`src/rtl/mipsx_fifo.sv`:
```
// ============================================================================
// mipsx_fifo
// Two-entry first-in first-out queue with push/full and pop/empty sides.
// ============================================================================
module mipsx_fifo #(
    parameter int WIDTH = 1
) (
    input  logic             clk,
    input  logic             rst_n,
    input  logic             push,
    input  logic [WIDTH-1:0] wdata,
    output logic             full,
    input  logic             pop,
    output logic [WIDTH-1:0] rdata,
    output logic             empty
);

    logic [WIDTH-1:0] mem_reg [2];
    logic             wr_ptr_reg;
    logic             rd_ptr_reg;
    logic [1:0]       count_reg;
    logic             do_push;
    logic             do_pop;

    // Handshake qualification.
    assign full    = (count_reg == 2'd2);
    assign empty   = (count_reg == 2'd0);
    assign do_push = push && !full;
    assign do_pop  = pop && !empty;
    assign rdata   = mem_reg[rd_ptr_reg];

    // Pointer and occupancy tracking.
    always_ff @(posedge clk or negedge rst_n)
    begin
        if (!rst_n)
        begin
            wr_ptr_reg <= 1'b0;
            rd_ptr_reg <= 1'b0;
            count_reg  <= 2'd0;
        end
        else
        begin
            if (do_push)
            begin
                wr_ptr_reg <= !wr_ptr_reg;
            end
            if (do_pop)
            begin
                rd_ptr_reg <= !rd_ptr_reg;
            end
            if (do_push && !do_pop)
            begin
                count_reg <= count_reg + 2'd1;
            end
            else if (do_pop && !do_push)
            begin
                count_reg <= count_reg - 2'd1;
            end
        end
    end

    // Payload storage needs no reset.
    always_ff @(posedge clk)
    begin
        if (do_push)
        begin
            mem_reg[wr_ptr_reg] <= wdata;
        end
    end

endmodule

```
`config.mk`:
```
export PLATFORM = sky130hd
export DESIGN_NAME = mipsx_fifo
export DESIGN_NICKNAME = d
export VERILOG_FILES = /design/src/rtl/mipsx_fifo.sv
export SDC_FILE = /design/constraint.sdc
export NUM_CORES = 1
export LEC_CHECK = 0
export BUFFER_PORTS_ARGS = -buffer_cell sky130_fd_sc_hd__buf_2
export CORE_AREA = 3 3 40 42
export CTS_BUF_LIST = sky130_fd_sc_hd__clkbuf_4 sky130_fd_sc_hd__clkbuf_8
export CTS_CLUSTER_DIAMETER = 40
export DETAILED_ROUTE_END_ITERATION = 6
export DIE_AREA = 0 0 43 45
export HOLD_SLACK_MARGIN = 0.08
export REMOVE_ABC_BUFFERS = 1
export SLEW_MARGIN = 15
export SYNTH_ARGS = -nofsm -noshare
export SYNTH_HDL_FRONTEND = slang
export SYNTH_SLANG_ARGS = --single-unit
```
`constraint.sdc`:
```
create_clock -name clk -period 1.6 [get_ports clk]
set_input_delay 0.08 -clock clk [delete_from_list [all_inputs] [get_ports clk]]
set_output_delay 0.08 -clock clk [all_outputs]
set_load 0.02 [all_outputs]
```
==> metrics.yaml <==
status: "complete, no violations"
period_share_pct: 88.2
critPathRequiredTime_ns: 1.72
die_w_um: 43
placed_area_um2: 329
tns_ns: 0
max_freq_mhz: 708
drc: 0
synth_cell_types: 12
powerDensity_nw_per_um2: 2010
antennaDiodeCount: 0
internal_power_mw: 0.497
vdd_drop_max_mv: 0.827
synthTopCellsByArea: "dfrtp_1, edfxtp_1, xnor2_1, xor2_1, ha_1"
grt_first_pass_wirelength_um: 924
vias: 188
endpoint_kind: "flip-flop"
seqCellArea_um2: 160
seq_area_frac_synth_pct: 59.8
sw_frac_of_total_pct: 34.9
netlist.area_leader.share_pct: 37.4
io_buffers: 7
worstPathArrival_ns: 1.54
power_leakage_nw: 0.187
final_net_count: 43
drv_slew: 0
clkPwrFrac_pct: 22.4
pin_count: 8
clockBufferDepth: 2
root_buffer: "clkbuf_4"
core_area_um2: 1280
antenna_found_initial: 0
fp.dieH_um: 45
ys_seq_elements: 6
wl_per_cell_um: 9.20
wirelength_um: 469
syn-mean-instance-area_um2: 12.2
p_comb_share_pct: 41.5
seqPwrFrac_pct: 36.2
initial_utilization_pct: 20.8
fin_crit_ns: 1.41
rows: 13
tightest_slew_ns: 0.238
clock_sinks: 6
cts_max_level: 1
grt_pass1_vias: 216
grt_setup_unrepaired: "false"
clkTransAtPathRegs_ns: 0.05
hold_class: "input port to flip-flop"
p_sw_mw: 0.267
tritoncts: "yes"
yosys_warnings: 0
setup_viol: 0
globalRouteOverflowTotal: 0
skew_ns: 0.00866
design_area_um2: 379
cap_violations: 0
critPathLaunchType: "flip-flop"
place_congestion: 0.640
crit_fanout: 4
grt_max_degree: 5
synth_top_area_cell: "dfrtp_1"
areaGrowthSynthToFinish_pct: 41.6
clk_latency_ns: 0.25
worstSetupPathType: "flip-flop to flip-flop"
grt_use_total_pct: 7.31
fillers: 132
multi_input_area_um2: 100
hold_viol_final: 0
firstDrtPassIters: 2
synth.cell_area_um2: 268
drive_gt1_share_pct: 36.1
vias_per_cell: 3.69
drtIter0Drc: 4
die-area_um2: 1940
relSlewSlack_pct: 84.1
synth_cells: 22
postRouteAntennaNets: 0
cts_buffers: 3
[cell type report]
| cell class | instances | area share, % |
|---|---|---|
| Sequential cell | 6 | 42.2 |
| Multi-Input combinational cell | 14 | 26.4 |
| Timing Repair Buffer | 10 | 16.5 |
| Clock buffer | 4 | 7.92 |
| Tap cell | 15 | 4.95 |
| Inverter | 2 | 1.98 |
[final timing paths]
path / from / slack, ns / depth (start not counted) / to
setup / recovery: count_reg[0]$_DFFE_PN0P_ / 0.19 / 6 / count_reg[1]$_DFFE_PN0P_
hold / removal: push / 0.15 / 3 / wr_ptr_reg$_DFFE_PN0P_
setup reg to reg: count_reg[0]$_DFFE_PN0P_ / 0.19 / 6 / count_reg[1]$_DFFE_PN0P_
hold reg to reg: rd_ptr_reg$_DFFE_PN0P_ / 0.49 / 1 / rd_ptr_reg$_DFFE_PN0P_
max in group asynchronous: rst_n / 1.29 / 2 / count_reg[0]$_DFFE_PN0P_
min in group asynchronous: rst_n / 0.18 / 2 / wr_ptr_reg$_DFFE_PN0P_
[cells in the mapped netlist]
master and instances:
xnor2_1 3, nand2b_1 1, nor2_1 3, xor2_1 2, inv_1 2, and3_1 1
nand2_1 1, dfrtp_1 4, ha_1 1, edfxtp_1 2, mux2_2 1, o21ai_1 1
[power by group through the flow]
stage	combinational [mW]	sequential (mW)	clock [mW]
2_1_floorplan	0.224	0.280	0
3_3_place_gp	0.313	0.279	0
3_5_place_dp	0.315	0.278	0
4_1_cts	0.321	0.277	0.181
5_1_grt	0.356	0.288	0.195
6_report	0.317	0.276	0.171
[metrics by stage]
step | power (mW) | cells | utilization, % | setup WS [ns] | hold WS, ns
floorplan | 0.504 | 22 | - | 0.221 | -0.216
CTS | 0.778 | 51 | 29.5 | 0.189 | 0.139
finish | 0.764 | 51 | 29.5 | 0.188 | 0.152
global placement | 0.592 | 45 | 25.6 | 0.208 | -0.107
global route | 0.839 | 51 | 29.5 | 0.104 | 0.154
detailed placement | 0.593 | 45 | 25.6 | 0.194 | -0.105
[critical path: stages, from the launching register on]
cell and delay [ns]:
dfrtp_1 0.36, buf_4 0.15, o21ai_1 0.23, ha_1 0.22
xor2_1 0.15, nor2_1 0.06, xor2_1 0.13
[logic make-up (layout without fill, tap and decap cells)]
logic type,count (synthesis),after routing,share of synthesized area (%)
AOI/OAI and AO/OA,1,1,1.87
xor gates and xnor gates,5,5,16.4
adders and majority gates,1,1,4.67
buffers and inverters,2,16,2.80
DFF,6,6,59.8
muxes,1,1,4.21
and+or+nand+nor,6,6,10.3
[timing repair]
action                    in CTS  in global routing
buffers inserted               0                  0
hold buffers                   2                  0
hold endpoints to repair       6                  0
gates resized for setup        0                  0
[cells in the final DEF, fill, tap and decap left out]
| cell type | instances |
|---|---|
| clkbuf_4 | 4 |
| nand2_1 | 1 |
| and3_1 | 1 |
| buf_2 | 7 |
| edfxtp_1 | 2 |
| xor2_1 | 2 |
| xnor2_1 | 3 |
| dfrtp_1 | 4 |
| nand2b_1 | 1 |
| nor2_1 | 3 |
| ha_1 | 1 |
| mux2_2 | 1 |
| inv_1 | 2 |
| o21ai_1 | 1 |
| buf_4 | 1 |
| dlygate4sd3_1 | 2 |
[per-layer routing]
layer,GRT usage (%),vias to the layer above,wire [µm]
met5,0,-,0
met4,3.61,0,0
met3,7.17,0,68
met2,8.38,11,162
met1,8.66,80,239
li1,-,97,-
(Power assumes the default switching activity.)
