### src/rtl/mipsx_pkg.sv
// ============================================================================
// mipsx_pkg
// Shared types and constants for the MIPS subset execute and PC block:
// opcode and function codes, the decoded instruction and the result beat.
// ============================================================================
package mipsx_pkg;

    // Field widths fixed by the instruction format.
    localparam int OPC_W    = 6;
    localparam int REG_IDX_W = 5;
    localparam int IMM_W    = 16;
    localparam int TGT_W    = 26;
    localparam int WORD_W   = 32;
    localparam int PLEN_W   = 17;
    localparam int MIDX_W   = 8;
    localparam int REG_COUNT = 32;

    // Opcodes.
    localparam logic [OPC_W-1:0] OPC_RTYPE = 6'd0;
    localparam logic [OPC_W-1:0] OPC_J     = 6'd2;
    localparam logic [OPC_W-1:0] OPC_BEQ   = 6'd4;
    localparam logic [OPC_W-1:0] OPC_ADDI  = 6'd8;
    localparam logic [OPC_W-1:0] OPC_LW    = 6'd35;
    localparam logic [OPC_W-1:0] OPC_SW    = 6'd43;

    // R-type function codes.
    localparam logic [OPC_W-1:0] FN_ADD = 6'd32;
    localparam logic [OPC_W-1:0] FN_SUB = 6'd34;
    localparam logic [OPC_W-1:0] FN_AND = 6'd36;
    localparam logic [OPC_W-1:0] FN_OR  = 6'd37;
    localparam logic [OPC_W-1:0] FN_SLT = 6'd42;

    // Instruction class as seen by the back end.
    typedef enum logic [2:0] {
        CLS_NOP,
        CLS_ALU,
        CLS_ADDI,
        CLS_LW,
        CLS_SW,
        CLS_BEQ,
        CLS_J
    } cls_t;

    typedef enum logic [2:0] {
        ALU_ADD,
        ALU_SUB,
        ALU_AND,
        ALU_OR,
        ALU_SLT
    } alu_t;

    // Decoded instruction held in the queue between front and back.
    typedef struct packed {
        cls_t                   cls;
        alu_t                   alu;
        logic [REG_IDX_W-1:0]   rs;
        logic [REG_IDX_W-1:0]   rt;
        logic [REG_IDX_W-1:0]   dest;
        logic                   writes;
        logic signed [IMM_W-1:0] imm;
        logic [TGT_W-1:0]       target;
    } item_t;

    // One result beat.
    typedef struct packed {
        logic [WORD_W-1:0]        next_pc;
        logic                     finished;
        logic                     reg_written;
        logic [REG_IDX_W-1:0]     reg_write_index;
        logic signed [WORD_W-1:0] reg_write_value;
        logic                     mem_written;
        logic [MIDX_W-1:0]        mem_word_index;
        logic signed [WORD_W-1:0] mem_write_value;
        logic                     branch_taken;
    } result_t;

endpackage

### src/rtl/mipsx_fifo.sv
// ============================================================================
// mipsx_fifo
// Two-entry first-in first-out queue with push/full and pop/empty sides.
// ============================================================================
module mipsx_fifo #(
    parameter int WIDTH = 1
) (
    input  logic             clk,
    input  logic             rst_n,
    input  logic             push,
    input  logic [WIDTH-1:0] wdata,
    output logic             full,
    input  logic             pop,
    output logic [WIDTH-1:0] rdata,
    output logic             empty
);

    logic [WIDTH-1:0] mem_reg [2];
    logic             wr_ptr_reg;
    logic             rd_ptr_reg;
    logic [1:0]       count_reg;
    logic             do_push;
    logic             do_pop;

    // Handshake qualification.
    assign full    = (count_reg == 2'd2);
    assign empty   = (count_reg == 2'd0);
    assign do_push = push && !full;
    assign do_pop  = pop && !empty;
    assign rdata   = mem_reg[rd_ptr_reg];

    // Pointer and occupancy tracking.
    always_ff @(posedge clk or negedge rst_n)
    begin
        if (!rst_n)
        begin
            wr_ptr_reg <= 1'b0;
            rd_ptr_reg <= 1'b0;
            count_reg  <= 2'd0;
        end
        else
        begin
            if (do_push)
            begin
                wr_ptr_reg <= !wr_ptr_reg;
            end
            if (do_pop)
            begin
                rd_ptr_reg <= !rd_ptr_reg;
            end
            if (do_push && !do_pop)
            begin
                count_reg <= count_reg + 2'd1;
            end
            else if (do_pop && !do_push)
            begin
                count_reg <= count_reg - 2'd1;
            end
        end
    end

    // Payload storage needs no reset.
    always_ff @(posedge clk)
    begin
        if (do_push)
        begin
            mem_reg[wr_ptr_reg] <= wdata;
        end
    end

endmodule

### src/rtl/mipsx_front.sv
// ============================================================================
// mipsx_front
// Accepts instruction beats, classifies them and queues the decoded form
// for the execute back end.
// ============================================================================
module mipsx_front (
    input  logic                                   clk,
    input  logic                                   rst_n,
    input  logic                                   push,
    output logic                                   full,
    input  logic [mipsx_pkg::OPC_W-1:0]            command,
    input  logic [mipsx_pkg::REG_IDX_W-1:0]        rs_index,
    input  logic [mipsx_pkg::REG_IDX_W-1:0]        rt_index,
    input  logic [mipsx_pkg::REG_IDX_W-1:0]        rd_index,
    input  logic [mipsx_pkg::OPC_W-1:0]            function_code,
    input  logic signed [mipsx_pkg::IMM_W-1:0]     immediate,
    input  logic [mipsx_pkg::TGT_W-1:0]            jump_target,
    input  logic                                   clearing,
    output mipsx_pkg::item_t                       item,
    output logic                                   item_empty,
    input  logic                                   item_pop
);
    import mipsx_pkg::*;

    item_t dec;
    logic  q_full;
    logic  wr_class;

    // Classify the opcode and pick the destination register.
    always_comb
    begin
        dec.cls    = CLS_NOP;
        dec.alu    = ALU_ADD;
        dec.rs     = rs_index;
        dec.rt     = rt_index;
        dec.dest   = rt_index;
        dec.imm    = immediate;
        dec.target = jump_target;
        wr_class   = 1'b0;
        unique case (command)
            OPC_ADDI:
            begin
                dec.cls  = CLS_ADDI;
                wr_class = 1'b1;
            end
            OPC_LW:
            begin
                dec.cls  = CLS_LW;
                wr_class = 1'b1;
            end
            OPC_SW:  dec.cls = CLS_SW;
            OPC_BEQ: dec.cls = CLS_BEQ;
            OPC_J:   dec.cls = CLS_J;
            OPC_RTYPE:
            begin
                dec.dest = rd_index;
                wr_class = 1'b1;
                dec.cls  = CLS_ALU;
                unique case (function_code)
                    FN_ADD:  dec.alu = ALU_ADD;
                    FN_SUB:  dec.alu = ALU_SUB;
                    FN_AND:  dec.alu = ALU_AND;
                    FN_OR:   dec.alu = ALU_OR;
                    FN_SLT:  dec.alu = ALU_SLT;
                    default:
                    begin
                        // An unknown function does nothing but advance the PC.
                        dec.cls  = CLS_NOP;
                        wr_class = 1'b0;
                    end
                endcase
            end
            default: dec.cls = CLS_NOP;
        endcase
        // Register zero is never written.
        dec.writes = wr_class && (dec.dest != '0);
    end

    // Nothing is taken while the data memory is being cleared.
    assign full = q_full || clearing;

    mipsx_fifo #(
        .WIDTH ($bits(item_t))
    ) u_item_q (
        .clk   (clk),
        .rst_n (rst_n),
        .push  (push && !full),
        .wdata (dec),
        .full  (q_full),
        .pop   (item_pop),
        .rdata (item),
        .empty (item_empty)
    );

endmodule

### config.mk
export PLATFORM = sky130hd
export DESIGN_NAME = mipsx_front
export DESIGN_NICKNAME = d
export VERILOG_FILES = /design/src/rtl/mipsx_pkg.sv /design/src/rtl/mipsx_fifo.sv /design/src/rtl/mipsx_front.sv
export SDC_FILE = /design/constraint.sdc
export NUM_CORES = 1
export LEC_CHECK = 0
export BUFFER_PORTS_ARGS = -buffer_cell sky130_fd_sc_hd__buf_2
export CORE_MARGIN = 2
export CORE_UTILIZATION = 53
export DETAILED_ROUTE_END_ITERATION = 10
export GPL_TIMING_DRIVEN = 0
export PLACE_DENSITY = 0.8
export SETUP_SLACK_MARGIN = 0.5
export SYNTH_ARGS = -nofsm -noshare
export SYNTH_HDL_FRONTEND = slang
export SYNTH_HIERARCHICAL = 1
export SYNTH_SLANG_ARGS = --single-unit
### constraint.sdc
create_clock -name clk -period 5.05 [get_ports clk]
set_input_delay 1.01 -clock clk [delete_from_list [all_inputs] [get_ports clk]]
set_output_delay 1.01 -clock clk [all_outputs]
set_load 0.03 [all_outputs]
==> results of run 1 <==
cell usage in the layout (no fill, tap or decap), types with 2 or more instances in the layout:
master     instances
edfxtp_1         128
o21a_1             2
dfrtp_1            4
buf_6              6
o21ai_0            2
mux2_4            50
a21oi_1            2
mux2_2            19
nand2b_1           3
clkbuf_1           6
clkinv_2           3
clkbuf_16         16
clkbuf_8           4
nor3_1             2
buf_2            140
xnor2_1            5
nor2_1             7
xor2_1             2
or4_1              2
inv_1              4
synth_stat cells, types with 2 or more instances:
library cell  instances  share of area
o21a_1                2         0.0028
xnor2_1               5         0.0082
mux2_4               50           0.14
a21oi_1               2         0.0019
mux2_2               19          0.040
or4_1                 2         0.0028
nor3_1                2         0.0019
inv_1                 4         0.0028
xor2_1                2         0.0033
nand2b_1              3         0.0035
buf_6                 6          0.013
o21ai_0               2         0.0019
nor2_1                8         0.0056
dfrtp_1               4          0.019
edfxtp_1            128           0.72
final timing paths:
check / slack, ps / to / start
max in group asynchronous: 4620 / u_item_q/count_reg[1] / rst_n
hold reg to reg: 530 / u_item_q/count_reg[1] / u_item_q/count_reg[1]
setup reg to reg: 2750 / u_item_q/mem_reg[0][50] / u_item_q/count_reg[0]
min in group clk: 530 / u_item_q/count_reg[1] / u_item_q/count_reg[1]
setup / recovery: 2320 / item[53] / u_item_q/rd_ptr_reg
hold / removal: 310 / u_item_q/wr_ptr_reg / rst_n
stage by stage:
stage / utilization / cell area (um2) / setup WS [ps] / hold slack (ps) / instances
after floorplan: - / 5370 / 1320 / 479 / 259
after global placement: 0.635 / 6230 / 448 / 493 / 531
after detailed placement: 0.641 / 6290 / 2250 / 532 / 533
after CTS: 0.695 / 6820 / 2270 / 285 / 565
after global routing: 0.695 / 6820 / 2220 / 284 / 565
final: 0.695 / 6820 / 2320 / 310 / 565
power by group through the flow:
stage | sequential, mW | combinational [mW] | clock, mW
2_1_floorplan | 1.43 | 1.03 | 0
3_3_place_gp | 1.44 | 1.33 | 0
3_5_place_dp | 1.44 | 1.36 | 0
4_1_cts | 1.42 | 1.36 | 1.10
5_1_grt | 1.43 | 1.42 | 1.15
6_report | 1.42 | 1.34 | 1.08
cell type report:
| type | instances | area (um2) |
|---|---|---|
| Sequential cell | 132 | 3940 |
| Fill cell | 687 | 3000 |
| Multi-Input combinational cell | 116 | 1350 |
| Timing Repair Buffer | 141 | 743 |
| Clock buffer | 26 | 478 |
| Tap cell | 133 | 166 |
| Buffer | 7 | 72.6 |
| Clock inverter | 6 | 56.3 |
| Inverter | 4 | 15.0 |
per-layer routing:
layer,part of all wire,vias to the layer above
met5,0,-
met2,0.52,107
li1,-,1343
met3,0.063,15
met4,0.015,0
met1,0.40,1409
kinds of logic after synthesis:
logic type	after synthesis	share of synthesized area
adders and majority gates	1	0.00233
xor gates and xnor gates	7	0.0114
muxes	70	0.182
and+or+nand+nor	27	0.0392
buffers and inverters	11	0.0163
AOI/OAI and AO/OA	11	0.0145
DFF	132	0.735
==> results.cfg, run 1 <==
[run_status]
status = complete, no violations

[power]
switching_share = 0.322
p_int_mw = 2.61
p_per_area_nw_per_um2 = 563
switchingPower_mw = 1.24
seqPwrFrac = 0.369
power_leakage_nw = 2.75
comb_power_share = 0.350
vdd_ir_drop_max_uv = 286
total_power_mw = 3.84
clock_power_share = 0.282

[grt]
grt-ovfl-total = 0
grtUsageMet1 = 0.211
grt_usage = 0.179
grt_pass1_wl_um = 14800
grt-busiest-layer = met2
grt_antenna_before_repair = 0
met3_usage = 0.0643
grtUsageMet2 = 0.303
first_global_vias = 3025
grt_max_degree = 65

[die]
die_w_um = 105
core_region_area_um2 = 9820
dieArea_um2 = 10900
die_h_um = 105
start_util = 0.547
io_pins = 140
rows = 36

[synthesis]
syn_area_um2 = 5370
yosys_register_bits = 132
syn_avg_cell_area_um2 = 20.7
synth_cells = 259
synth_edf_count = 128
ys_async_sr_fraction = 0.0303
ys_types = 35
ys_seq_area_frac = 0.735
synth_warnings = 6
synth_fp_nets = 334
synth-main-ff-cell = edfxtp_1

[routing]
drt-initial-drc-count = 111
vias_per_cell = 5.09
postRouteAntennaNets = 0
avgRoutedWirePerCell_um = 16.5
firstDrtPassIters = 5
totalWireLength_um = 9340
dr_total_vias = 2874
drc = 0

[sta]
rsz0062_at_grt = false
worstMarginPinSlew_ps = 903
skew_ps = 6.36
fmax_mhz = 366
finalHoldViolCount = 0
setup_viol = 0
timing.final.crit_period_ps = 2730
relSlewSlack = 0.398
final_max_slew_viol_count = 0
timing.setup.tns_ps = 0
period_share = 0.541

[setup_path]
crit_top_cell = buf_2
required_ps = 4040
path_class = reg2out
critPathMaxFanout = 10
slowest_stage = mux2_2
startpoint_type = flip-flop
crit_path_cell_trace = buf_2 -> mux2_2 -> buf_2
crit_cells = 3
crit_family = buffers and inverters
endpoint_kind = output port
crit_path_max_incr_delay_ps = 380
critPathBufInv = 2
timing.critical_path.arrival_ps = 1720
reg2reg_depth = 7

[clocking]
post_cts_resized = 0
cts_tree = built
cts_max_level = 4
postCtsHoldBufs = 0
clock_latency_ps = 490
post_cts_buffers = 0
cts_root_buf = clkbuf_8
cts_buffers = 17
cts_sinks = 132
clk_pin_slew_ps = 50
clock_path_buffers = 2

[layout]
drive_gt1_frac = 0.586
nNetsFinal = 494
antenna_cells = 0
synthToLayoutAreaGrowth_pct = 27.1
largest_reg_flops = 128

[place]
place_congestion = 0.774
dp_hpwl_um = 6370
portBuffers = 139

[flow_run]
maxCapViolations = 0

[min_path]
hold_class = in2async
No activity file was read; power rests on OpenSTA's default activity.
==> run 2: changes to the inputs <==
Settings changed: CORE_UTILIZATION 53 to 47, PLACE_DENSITY 0.8 to 0.75.
Clock period 5.05 ns to 2.31 ns, I/O delays scaled along.
==> run 2 against run 1 <==
  * Non-clock buffer count rose by 23
  * Clock skew up 2.4 ps
  * Highest routed layer unchanged
  * Cell area grew 12%
  * Wire length up 18%
  * Critical path type unchanged
  * Sequential power rose by 120%
  * Via count grew 5.5%
==> results.cfg, run 2 (synthesized netlist as in run 1, its figures left out) <==
[run_status]
status = complete, no violations

[layout]
multiInputGateArea_um2 = 1450
largest_reg_flops = 128
final_cell_mix = edfxtp_1, buf_2, buf_6
drive_gt1_frac = 0.619
antenna_cells = 0
register_area_um2 = 3950
final_common_cell = edfxtp_1
fillerInstances = 788
nNetsFinal = 522
synthToLayoutAreaGrowth_pct = 42.5
final_cells = 602

[clocking]
cts_sinks = 132
clk_pin_slew_ps = 50
cts_buffers = 17
clock_latency_ps = 400
clock_path_buffers = 2
cts_tree = built
cts_max_level = 4
cts_root_buf = clkbuf_16

[die]
rows = 39
dieArea_um2 = 12300
core_region_area_um2 = 11300
die_w_um = 111
start_util = 0.476
die_h_um = 111
io_pins = 140

[sta]
relSlewSlack = 0.692
period_share = 0.910
timing.final.crit_period_ps = 2100
rsz0062_at_grt = true
skew_ps = 8.79
fmax_mhz = 475
worstMarginPinSlew_ps = 460
setup_viol = 0
final_max_slew_viol_count = 0
finalHoldViolCount = 0

[min_path]
holdCritStartpoint = jump_target[2]
hold_class = in2reg

[routing]
dr_total_vias = 3033
totalWireLength_um = 11100
drc = 0
vias_per_cell = 5.04
postRouteAntennaNets = 0
firstDrtPassIters = 4
avgRoutedWirePerCell_um = 18.4
drt-initial-drc-count = 167

[setup_path]
path_class = reg2out
crit_path_start = u_item_q/rd_ptr_reg
crit_end = item[39]
timing.critical_path.arrival_ps = 1640
critPathMaxFanout = 10
rr_startpoint = u_item_q/count_reg[1]
rrSetupSlack_ps = 430
crit_path_max_incr_delay_ps = 460
crit_path_cell_trace = buf_12 -> buf_12 -> mux2_4 -> buf_6
r2r_end = u_item_q/mem_reg[0][28]
crit_family = flip-flops
crit_top_cell = buf_12
crit_cells = 4
reg2reg_depth = 9
endpoint_kind = output port
required_ps = 1850
startpoint_type = flip-flop
slowest_stage = dfrtp_2
critPathBufInv = 3

[power]
total_power_mw = 9.39
power_leakage_nw = 3.08
vdd_ir_drop_max_uv = 573
p_per_area_nw_per_um2 = 1230

[place]
place_inst = 543
portBuffers = 139
place_congestion = 0.772
dp_hpwl_um = 6320

[grt]
grt_pass1_wl_um = 16100
grt_max_degree = 33
grt-ovfl-total = 0
grt_usage = 0.174
grt_antenna_before_repair = 0
first_global_vias = 3077

[flow_run]
maxCapViolations = 0
## run 2: changes by cell type in the layout (fill, tap and decap cells not counted), moves of 5 or more
cell / change
clkbuf_16: +5
buf_4: +8
buf_12: +10
buf_6: +54
and3_4: +5
buf_2: -57
## run 2: worst min path at each step
stage               slack, ps  depth (start not counted)                      end
global route              230                          1  u_item_q/mem_reg[1][18]
finish                    250                          1   u_item_q/mem_reg[0][2]
detailed placement        270                          1    u_item_q/count_reg[1]
floorplan                 170                          0    u_item_q/count_reg[0]
CTS                       230                          1  u_item_q/mem_reg[0][32]
global placement          270                          1      u_item_q/wr_ptr_reg
## run 2: repair_timing
item                       4_1_cts  5_1_grt
pin swaps                        5        4
gates resized for setup         24      177
hold endpoints to repair         4        0
buffers inserted                10        5
setup endpoints to repair      190      178
hold buffers                     1        0
gates cloned                     5        7
## run 2: per-layer routing
layer	share of wire	GRT usage	vias to the layer above
met2	0.55	0.306	103
met5	0	0	-
met3	0.051	0.0459	13
met4	0.013	0.0800	0
met1	0.39	0.200	1504
li1	-	-	1413
## run 2: layout make-up
| cell class | count | area share |
|---|---|---|
| sequential | 132 | 0.516 |
| timing repair buffer | 164 | 0.189 |
| multi-input combinational | 121 | 0.189 |
| clock buffer | 23 | 0.0586 |
| tap | 143 | 0.0234 |
| buffer | 7 | 0.0172 |
| clock inverter | 8 | 0.00491 |
| inverter | 4 | 0.00196 |
## run 2: power by group
part           switching, mW  internal [mW]
clock                  0.874           1.34
sequential             0.135           2.99
combinational           1.99           2.06
## run 2: stage by stage
stage               setup slack, ps  setup TNS [ps]  utilization  instance area [um2]  hold slack (ps)
detailed placement              120               0        0.560                 6310              274
finish                          207               0        0.679                 7650              246
floorplan                      -110           -7070            -                 5400              166
global route                    160               0        0.679                 7650              231
CTS                             212               0        0.628                 7080              231
global placement               -587          -55950        0.556                 6270              270
